$ cat config.mk
export PLATFORM = sky130hd
export DESIGN_NAME = tlsp_ctrl
export DESIGN_NICKNAME = d
export VERILOG_FILES = /design/src/tlsp_pkg.sv /design/src/tlsp_ctrl.sv
export SDC_FILE = /design/constraint.sdc
export NUM_CORES = 1
export LEC_CHECK = 0
export BUFFER_PORTS_ARGS = -buffer_cell sky130_fd_sc_hd__buf_2
export CAP_MARGIN = 20
export CORE_AREA = 2 2 39 41
export DETAILED_ROUTE_END_ITERATION = 8
export DIE_AREA = 0 0 41 43
export PLACE_DENSITY = 0.76
export RECOVER_POWER = 100
export SETUP_SLACK_MARGIN = 0.1
export SYNTH_ARGS = -nofsm -noshare
export SYNTH_HDL_FRONTEND = slang
export SYNTH_SLANG_ARGS = --single-unit
$ cat constraint.sdc
create_clock -name clk -period 1.7 [get_ports clk]
set_input_delay 0.34 -clock clk [delete_from_list [all_inputs] [get_ports clk]]
set_output_delay 0.34 -clock clk [all_outputs]
set_load 0.02 [all_outputs]
$ cat src/tlsp_pkg.sv
package tlsp_pkg;

  localparam int MAX_NODES_D  = 256;
  localparam int MAX_EDGES_D  = 1024;
  localparam int DIST_WIDTH_D = 48;
  localparam int OUT_W        = 48;
  localparam int NODE_CNT_W   = 9;
  localparam logic [NODE_CNT_W-1:0] NODE_CNT_RST = 9'd256;

  localparam logic [1:0] OP_EDGE = 2'd0;
  localparam logic [1:0] OP_COST = 2'd1;
  localparam logic [1:0] OP_RUN  = 2'd2;

  // Datapath actions issued by the controller
  localparam logic [3:0] ACT_NOP       = 4'd0;
  localparam logic [3:0] ACT_LOAD_EDGE = 4'd1;
  localparam logic [3:0] ACT_LOAD_COST = 4'd2;
  localparam logic [3:0] ACT_INIT_CLR  = 4'd3;
  localparam logic [3:0] ACT_INIT_RD   = 4'd4;
  localparam logic [3:0] ACT_INIT_WR   = 4'd5;
  localparam logic [3:0] ACT_SCAN_CLR  = 4'd6;
  localparam logic [3:0] ACT_SCAN      = 4'd7;
  localparam logic [3:0] ACT_MARK      = 4'd8;
  localparam logic [3:0] ACT_EFETCH    = 4'd9;
  localparam logic [3:0] ACT_SLOT      = 4'd10;
  localparam logic [3:0] ACT_RLX       = 4'd11;
  localparam logic [3:0] ACT_MAX_CLR   = 4'd12;
  localparam logic [3:0] ACT_MAX       = 4'd13;
  localparam logic [3:0] ACT_DONE      = 4'd14;

  typedef struct packed {
    logic [1:0]  operation;
    logic [7:0]  node_a;
    logic [7:0]  node_b;
    logic [31:0] weight;
  } in_t;

  typedef struct packed {
    logic [OUT_W-1:0] longest_distance;
    logic             edges_dropped;
  } out_t;

  typedef struct packed {
    logic [3:0] act;
  } cmd_t;

  typedef struct packed {
    logic out_busy;
    logic init_last;
    logic sweep_done;
    logic found;
    logic edges_done;
    logic slot_act;
    logic slot_last;
    logic slot_end;
  } stat_t;

endpackage

$ cat src/tlsp_ctrl.sv
module tlsp_ctrl (
  input  logic           clk,
  input  logic           rst_n,
  input  logic           in_valid,
  input  logic [1:0]     in_op,
  output logic           in_ready,
  input  tlsp_pkg::stat_t stat,
  output tlsp_pkg::cmd_t  cmd
);
  import tlsp_pkg::*;

  localparam logic [3:0] S_IDLE     = 4'd0;
  localparam logic [3:0] S_INIT_RD  = 4'd1;
  localparam logic [3:0] S_INIT_WR  = 4'd2;
  localparam logic [3:0] S_SCAN_CLR = 4'd3;
  localparam logic [3:0] S_SCAN     = 4'd4;
  localparam logic [3:0] S_MARK     = 4'd5;
  localparam logic [3:0] S_EFETCH   = 4'd6;
  localparam logic [3:0] S_SLOT     = 4'd7;
  localparam logic [3:0] S_RLX      = 4'd8;
  localparam logic [3:0] S_MAX_CLR  = 4'd9;
  localparam logic [3:0] S_MAX      = 4'd10;
  localparam logic [3:0] S_DONE     = 4'd11;

  logic [3:0] state_r, state_nxt;

  // Take loads any time idle; hold a run until the result register is free
  assign in_ready = (state_r == S_IDLE) && (!stat.out_busy || in_op != OP_RUN);

  always_comb begin
    state_nxt = state_r;
    cmd.act   = ACT_NOP;
    case (state_r)
      S_IDLE: begin
        if (in_valid && in_ready) begin
          case (in_op)
            OP_EDGE: cmd.act = ACT_LOAD_EDGE;
            OP_COST: cmd.act = ACT_LOAD_COST;
            OP_RUN: begin
              cmd.act   = ACT_INIT_CLR;
              state_nxt = S_INIT_RD;
            end
            default: cmd.act = ACT_NOP;
          endcase
        end
      end
      S_INIT_RD: begin
        cmd.act   = ACT_INIT_RD;
        state_nxt = S_INIT_WR;
      end
      S_INIT_WR: begin
        cmd.act   = ACT_INIT_WR;
        state_nxt = stat.init_last ? S_SCAN_CLR : S_INIT_RD;
      end
      S_SCAN_CLR: begin
        cmd.act   = ACT_SCAN_CLR;
        state_nxt = S_SCAN;
      end
      S_SCAN: begin
        cmd.act = ACT_SCAN;
        if (stat.sweep_done) begin
          state_nxt = stat.found ? S_MARK : S_MAX_CLR;
        end
      end
      S_MARK: begin
        cmd.act   = ACT_MARK;
        state_nxt = S_EFETCH;
      end
      S_EFETCH: begin
        if (stat.edges_done) begin
          state_nxt = S_SCAN_CLR;
        end else begin
          cmd.act   = ACT_EFETCH;
          state_nxt = S_SLOT;
        end
      end
      S_SLOT: begin
        cmd.act = ACT_SLOT;
        if (stat.slot_act) begin
          state_nxt = S_RLX;
        end else if (stat.slot_last) begin
          state_nxt = S_EFETCH;
        end
      end
      S_RLX: begin
        cmd.act   = ACT_RLX;
        state_nxt = stat.slot_end ? S_EFETCH : S_SLOT;
      end
      S_MAX_CLR: begin
        cmd.act   = ACT_MAX_CLR;
        state_nxt = S_MAX;
      end
      S_MAX: begin
        cmd.act = ACT_MAX;
        if (stat.sweep_done) begin
          state_nxt = S_DONE;
        end
      end
      S_DONE: begin
        cmd.act   = ACT_DONE;
        state_nxt = S_IDLE;
      end
      default: state_nxt = S_IDLE;
    endcase
  end

  always_ff @(posedge clk) begin
    if (!rst_n) begin
      state_r <= S_IDLE;
    end else begin
      state_r <= state_nxt;
    end
  end

endmodule

Word-level counts from Yosys, hierarchy flattened
Cells that the tools add are included.
{"block": "classes", "eq_ne": 19, "muxes": 15, "reduce_logical": 7}
{"operator": "4-bit one-hot mux with 12 select lines", "count": 1}
{"operator": "4-bit one-hot mux with 11 select lines", "count": 1}
{"operator": "4-bit two-way mux", "count": 8}
{"operator": "4-bit by 3-bit equality test with 1-bit output (second input constant)", "count": 4}
{"operator": "4-bit equality test (second input constant)", "count": 4}
{"operator": "4-bit by 2-bit equality test with 1-bit output (second input constant)", "count": 2}
{"operator": "2-bit != test (second input constant)", "count": 3}
{"operator": "2-bit one-hot mux with 3 select lines", "count": 1}
{"operator": "5-bit AND reduction", "count": 1}
{"operator": "4-bit by 1-bit equality test with 1-bit output (second input constant)", "count": 1}
{"operator": "4-bit zero test", "count": 1}
{"operator": "2-bit two-way mux", "count": 2}
{"operator": "2-bit by 1-bit != test with 1-bit output (second input constant)", "count": 2}
{"operator": "3-bit two-way mux", "count": 1}
{"operator": "3-bit != test (second input constant)", "count": 1}
{"operator": "2-bit by 1-bit equality test with 1-bit output (second input constant)", "count": 1}
{"operator": "2-bit equality test (second input constant)", "count": 1}
{"operator": "1-bit logical AND", "count": 2}
{"operator": "2-bit zero test", "count": 1}
{"operator": "1-bit zero test", "count": 1}
{"operator": "1-bit logical OR", "count": 1}
{"operator": "1-bit two-way mux", "count": 1}
{"block": "totals", "ff_bits": 4, "input_bits": 13, "output_inout_bits": 5, "wordCells": 42}

Logic depth before layout (Yosys ltp)
Gate-level depths: netlist (run 1).
{"block": "depth", "word_depth": 6, "mapped_depth": 6, "ltp_nobuf": 6}

Least setup slack after synthesis (run 1)
No wires, ideal clock.
{"block": "synth_timing", "kind": "reg2out", "startpoint": "register state_r[1]", "endpoint": "output cmd[0] (netlist bit)", "arrival_time_ns": 1.732, "t_required_ns": 1.360, "setup_slack_ns": -0.372, "stages_incl_launch_ff": 6, "n_path_buf": 1, "cell_sequence": "dfxtp_1 buf_6 nor4_4 a21boi_2 nand2_1 o31ai_1"}
{"element": "from (decl)", "line_no": "tlsp_ctrl.sv:25", "text": "logic [3:0] state_r, state_nxt;"}
{"element": "from (signal assigned)", "line_no": "tlsp_ctrl.sv:111", "text": "state_r <= state_nxt;"}
{"element": "to (decl)", "line_no": "tlsp_ctrl.sv:8", "text": "output tlsp_pkg::cmd_t cmd"}

==> metrics.txt, run 1 <==
fin cells 117; hold path startpoint rst_n; share of the synthesized area in the top cell type ~15%; clock tree buffer depth 2; Biggest register state_r; CTS clk-pin slew, worst paths approximately 0.040 ns; Worst Clk Skew about 0.0025 ns; die width ~40 um; IO buf count 17; Initial Util 38.70%; Slew Limit Fails 0; 1st-iter DRT viols 14; Hold Crit Class in2reg; power density cells approximately 1900 nW/um^2; Detail Route Antenna Nets 0; GRT Total Usage approximately a fifth; first drt pass iteration count 4; RD Place Congestion ~0.91; Cells on Worst Hold Path 2; Util after Layout a little over 60%; share of power burned in registers 11.3%; top cells by area, synth dfxtp_1, ha_1, a21oi_1, inv_1, nand2_1; CTS tree yes; DRC violations left 0; reg-to-reg endpoint state_r[2]; Most used DFF post-synth dfxtp_1; synthesized cell area 535.5 um^2; RSZ-0062 raised after global routing true; internal reg-to-reg setup slack 0 ns; pre-CTS WS -0.02713 ns; failing checks negative setup slack; vias per inst 5.513; sequential cell area fraction in the yosys report 14.95%; synth warn 0; max reg flops 4; Critical Path AT roughly 1.6 ns; clock power share about 7.3%; cts bufs inserted 3; clock latency on the worst-skew pair ~0.24 ns; Synth area leader dfxtp_1; Setup crit start kind flip-flop; Synth Net Count 87; Lkg Pwr between 0.3 and 0.4 nW; max-cap violations 0; fill count approximately 140; cell row count 14; Hold Path End state_r[3]; final worst-path cycle share 111.9%; outcome finished with violations; Hold Vio Cnt, Final 0; die area 1763 um^2; Mapped Cells just over 70; final net count between 100 and 150; Async SR Flop Fraction 0%; antenna cells 0; Distinct cells, synth 36; Root Driver clkbuf_4; Worst Setup End Kind output port; hold buffer count at CTS 0; fmax about 0.53 GHz; Slew HR just under 80%; Setup violations, final 3; cell-internal power between 0.9 and 1 mW; worst setup margin -0.2016 ns; number of synthesized flops with an enable pin 0; number of antenna violations at the first check in global routing 0; core area roughly 1400 um^2; largest registers in the final layout state_r (4); via count around 650; syn_area_per_cell ~7.5 um^2; minimum clock period ~1.9 ns; P&R area growth vs syn 55.84%; placed cells around 110; sw frac between 40 and 50%; Worst Path Max Fanout 3; Top Ports 18; Slew @ Worst Pin 0.2989 ns; final total power about 1.6 mW; Worst EP required 1.36 ns; Final Routed Wirelength 1600 um; setup TNS -0.3888 ns; combinational group share of total power between 80% and 90%; gr ovfl total 0; critical path class reg2out; Psw 0.7225 mW; launch point of the worst reg-to-reg path state_r[2]; die height between 40 and 50 um; layout cells sized above 1 between 50% and 60%; WL/cell 13.68 um; H-tree depth 1; peak supply drop 1.058 mV; FF+latch count, synth 4; dpl hpwl 1044 um; first-pass GRT wire length approximately 2400 um; Register-to-Register Path Depth 6; Commonest cells post-synth a21oi_1, inv_1, nand2_1, nor2_1; vias in the first global route just over 600; number of clock sinks 4; pin count of the biggest net entering global routing 13
worst max-delay path, cell delays in order, from the launching register on:
cell,delay (ns)
dfxtp_2,0.33
nor4_4,0.30
a21boi_4,0.27
nand3_2,0.11
a32oi_4,0.18
buf_6,0.14
worst max-delay path by stage:
stage,cells after the start,slack [ns],endpoint,startpoint
2_1_floorplan,5,-0.01,cmd[1],state_r[2]
6_report,5,-0.20,cmd[1],state_r[0]
3_3_place_gp,7,0.0004,cmd[1],in_op[0]
5_1_grt,5,-0.27,cmd[1],state_r[0]
4_1_cts,5,-0.18,cmd[1],state_r[1]
3_5_place_dp,7,-0.03,cmd[1],in_op[0]
what timing repair did:
action                     4_1_cts  5_1_grt
setup endpoints to repair        5        7
buffers inserted                 7        1
gates resized for setup         20        4
pin swaps                        4        3
layer usage:
layer | vias up | track usage, % | wire [um]
li1 | 323 | - | -
met1 | 281 | 25.40 | 641
met2 | 37 | 29.69 | 814
met3 | 4 | 3.141 | 113
met4 | 0 | 12.67 | 30
met5 | - | 0 | 0
stage by stage:
stage	hold slack (ns)	cell area, um^2
2_1_floorplan	0.4575	586.8
3_3_place_gp	0.5789	698.2
3_5_place_dp	0.5834	698.2
4_1_cts	0.3400	824.5
5_1_grt	0.3352	834.6
6_report	0.3579	834.6
layout by cell type (no fill, tap or decap), drive strengths merged:
| master | count |
|---|---|
| buf | 30 |
| inv | 7 |
| a21oi | 7 |
| nand2 | 7 |
| nor2 | 7 |
| clkbuf | 5 |
| o21ai | 5 |
| dfxtp | 4 |
| ha | 3 |
| a21o | 2 |
| nand3 | 2 |
| and2b | 1 |
| nor4 | 1 |
| a21boi | 1 |
| a32oi | 1 |
| o311ai | 1 |
| o31ai | 1 |
| nor2b | 1 |
| and4bb | 1 |
| and3b | 1 |
| nor3b | 1 |
| nand3b | 1 |
| a22oi | 1 |
| o2111ai | 1 |
| nand2b | 1 |
| a211o | 1 |
| o211a | 1 |
| a211oi | 1 |
| a32o | 1 |
| a221o | 1 |
| o2111a | 1 |
| o21a | 1 |
| a2111oi | 1 |
cell type report:
cell class                 instances  area (um^2)  area share [%]
multi-input combinational         55        455.4           54.57
clock buffer                       3        22.52           2.699
sequential                         4        85.08           10.19
tap                               16        20.02           2.399
timing repair buffer              32        225.2           26.99
inverter                           7        26.28           3.148
power groups by stage:
stage	clock [mW]	combinational, mW	sequential (mW)
2_1_floorplan	0	0.799	0.160
3_3_place_gp	0	1.01	0.170
3_5_place_dp	0	1.03	0.171
4_1_cts	0.126	1.26	0.182
5_1_grt	0.135	1.41	0.187
6_report	0.119	1.32	0.184
logic make-up (layout without fill, tap and decap cells):
kind of cell / after synthesis / after routing / synth area share (%)
AO/OA/AOI/OAI: 28 / 28 / 38.55
adder cells (fa/ha/maj): 3 / 3 / 7.010
buffers and inverters: 12 / 42 / 12.38
flip-flops: 4 / 4 / 14.95
AND/OR/NAND/NOR: 24 / 24 / 27.11
Power figures use the tool's default switching activity.
==> run 2, diff against run 1 <==
ABC_AREA = 1   (was not set)
PLACE_DENSITY = 0.77   (was 0.76)
==> metrics.txt, run 2 <==
multi-input logic area 480.5 um^2 (+5.5%); WL/cell 12.08 um (-12%); Lkg Pwr 0.4794 nW (+21%); count leader, synth nand2_1; Psw 0.6961 mW (-3.7%); Slew Limit Fails 0 (unchanged); Async SR Flop Fraction 0% (unchanged); register area 95.09 um^2 (+12%); FF+latch count, synth 4 (unchanged); critical path class reg2out; sw frac 47.15% (+2.8 points); Root Driver clkbuf_4; die width 41 um (unchanged); hold buffer count at CTS 0 (unchanged); syn_area_per_cell 5.943 um^2 (-21%); 1st-iter DRT viols 3 (-11); CTS tree yes; Setup crit start kind flip-flop; dpl hpwl 1126 um (+7.9%); clock latency on the worst-skew pair 0.24 ns (about the same); Setup violations, final 0 (-3); die area 1763 um^2 (unchanged); crit path to cmd[3]; Worst setup startpoint state_r[1]; synth warn 0 (unchanged); Slew HR 82.13% (+2.6 points); final worst-path cycle share 98.12% (-14 points); Mapped Cells 92 (+30%); Register-to-Register Path Depth 9 (+3); H-tree depth 1 (unchanged); Final Routed Wirelength 1728 um (+8.0%); Top Ports 18 (unchanged); cell-internal power 0.7801 mW (-14%); internal reg-to-reg setup slack 0.24 ns (+0.24 ns); clock tree buffer depth 2 (unchanged); power density cells 1601 nW/um^2 (-18%); core area 1384 um^2 (unchanged); sequential cell area fraction in the yosys report 14.65% (-0.31 points); max-cap violations 0 (unchanged); Synth area leader nand2_1; share of the synthesized area in the top cell type 15.10% (+0.15 points); combinational group share of total power 78.6% (-2.8 points); DRC violations left 0 (unchanged); pin count of the biggest net entering global routing 8 (-5); Hold Crit Class in2reg; max reg flops 4 (unchanged); final net count 145 (+22%); vias per inst 5.028 (-8.8%); Worst Clk Skew 0.004323 ns (+0.001847 ns); Detail Route Antenna Nets 0 (unchanged); vias in the first global route 714 (+17%); fmax 0.5995 GHz (+14%); synthesized cell area 546.8 um^2 (+2.1%); gr ovfl total 0 (unchanged); Synth Net Count 108 (+24%); RD Place Congestion 0.8145 (-11%); final total power 1.476 mW (-9.3%); Commonest cells post-synth nand2_1, inv_1, nor2_1, nand3_1, nor2_2; number of antenna violations at the first check in global routing 0 (unchanged); Worst Path Max Fanout 5 (+2); IO buf count 17 (unchanged); minimum clock period 1.668 ns (-0.2335 ns); layout cells sized above 1 56.69% (+5.2 points); Worst EP required 1.36 ns (about the same); cell row count 14 (unchanged); reg-to-reg endpoint state_r[2]; cts bufs inserted 3 (unchanged); CTS clk-pin slew, worst paths 0.04 ns (about the same); P&R area growth vs syn 68.65%; outcome completed; Initial Util 39.51% (+0.81 points); antenna cells 0 (unchanged); share of power burned in registers 13.4% (+2.1 points); clock power share 8.1% (+0.8 points); Distinct cells, synth 24 (-33%); Hold Slack 0.3461 ns (-0.01171 ns); first drt pass iteration count 5 (+1); commonest non-fill, non-tap cell in the layout nand2_1; top cells by area, synth nand2_1, dfxtp_1, inv_1, nor2_1, ha_1; Critical Path AT 1.33 ns (-0.23 ns); launch point of the worst reg-to-reg path state_r[0]; Biggest register state_r; GRT Total Usage 23.72% (+3.7 points); number of synthesized flops with an enable pin 0 (unchanged); Hold Vio Cnt, Final 0 (unchanged); Worst Setup End Kind output port; first-pass GRT wire length 2911 um (+20%); commonest non-fill, non-tap cells in the layout nand2_1, buf_2, buf_4; fill count 120 (-12%); die height 43 um (unchanged); largest registers in the final layout state_r (4); peak supply drop 0.7259 mV (-31%); Most used DFF post-synth dfxtp_1; via count 719 (+11%); RSZ-0062 raised after global routing true; Slew @ Worst Pin 0.2680 ns (-0.03087 ns); number of clock sinks 4 (unchanged)
[run 2: changes by cell type in the layout (fill, tap and decap cells not counted), moves of 5 or more]
cell / before / now
a21oi_1: 7 / 1
nand2_2: 1 / 6
inv_2: 0 / 6
nand2_1: 6 / 17
nor2_1: 5 / 11
nor2_4: 1 / 6
[run 2: final cells by class]
class	count	share of cell area [%]
Inverter	17	6.920
Clock buffer	3	2.442
Tap cell	16	2.171
Multi-Input combinational cell	71	52.10
Sequential cell	4	10.31
Timing Repair Buffer	32	26.05
[run 2: repair_timing]
item / 4_1_cts / 5_1_grt
setup endpoints to repair: 5 / 7
resized for setup: 29 / 15
cloned: 0 / 0
pin swaps: 6 / 9
buffers inserted: 14 / 2
[run 2: cell families (layout without fill, tap and decap cells)]
group	after synthesis	in the layout	share of synthesized area, %
DFF	4	4	14.65
buffers and inverters	17	52	11.67
and+or+nand+nor	58	58	53.32
adders and majority gates	3	3	6.866
AOI/OAI and AO/OA	10	10	13.50
[run 2: power groups by stage]
stage	clock network (mW)	logic (mW)	registers [mW]
after floorplan	0	0.531	0.167
after global placement	0	0.701	0.176
after detailed placement	0	0.712	0.177
after CTS	0.116	1.05	0.190
after global routing	0.128	1.26	0.203
final	0.119	1.16	0.197
[run 2: stage by stage]
step	setup TNS (ns)	util, %	cells	area, um^2	setup WS [ns]
final	0	66.64	143	922.1	0.03196
after global routing	-0.09118	66.64	143	922.1	-0.03465
after CTS	0	63.38	143	877.1	0.01466
after detailed placement	0	47.65	126	659.4	0.003114
after global placement	0	47.65	126	659.4	0.09517
after floorplan	0	-	92	546.8	0.2510
[run 2: worst min path at each step]
stage | startpoint | to | slack (ns) | depth (start not counted)
floorplan | rst_n | state_r[1] | 0.45 | 2
global placement | rst_n | state_r[1] | 0.60 | 3
detailed placement | rst_n | state_r[1] | 0.60 | 3
CTS | rst_n | state_r[1] | 0.35 | 3
global route | rst_n | state_r[1] | 0.35 | 3
finish | rst_n | state_r[1] | 0.35 | 3
[run 2: routing by layer]
layer / track usage (%) / part of all wire, %
met3: 5.236 / 6.2
met1: 27.39 / 39
met4: 5.333 / 0.93
met2: 41.56 / 54
met5: 0 / 0
[run 2: critical path, stage by stage (launching register included)]
cell and delay [ns]:
dfxtp_4 0.35, nor2_4 0.17, buf_6 0.13, inv_2 0.04
nand2_4 0.06, nor2_4 0.04, nand3b_1 0.16, buf_6 0.14
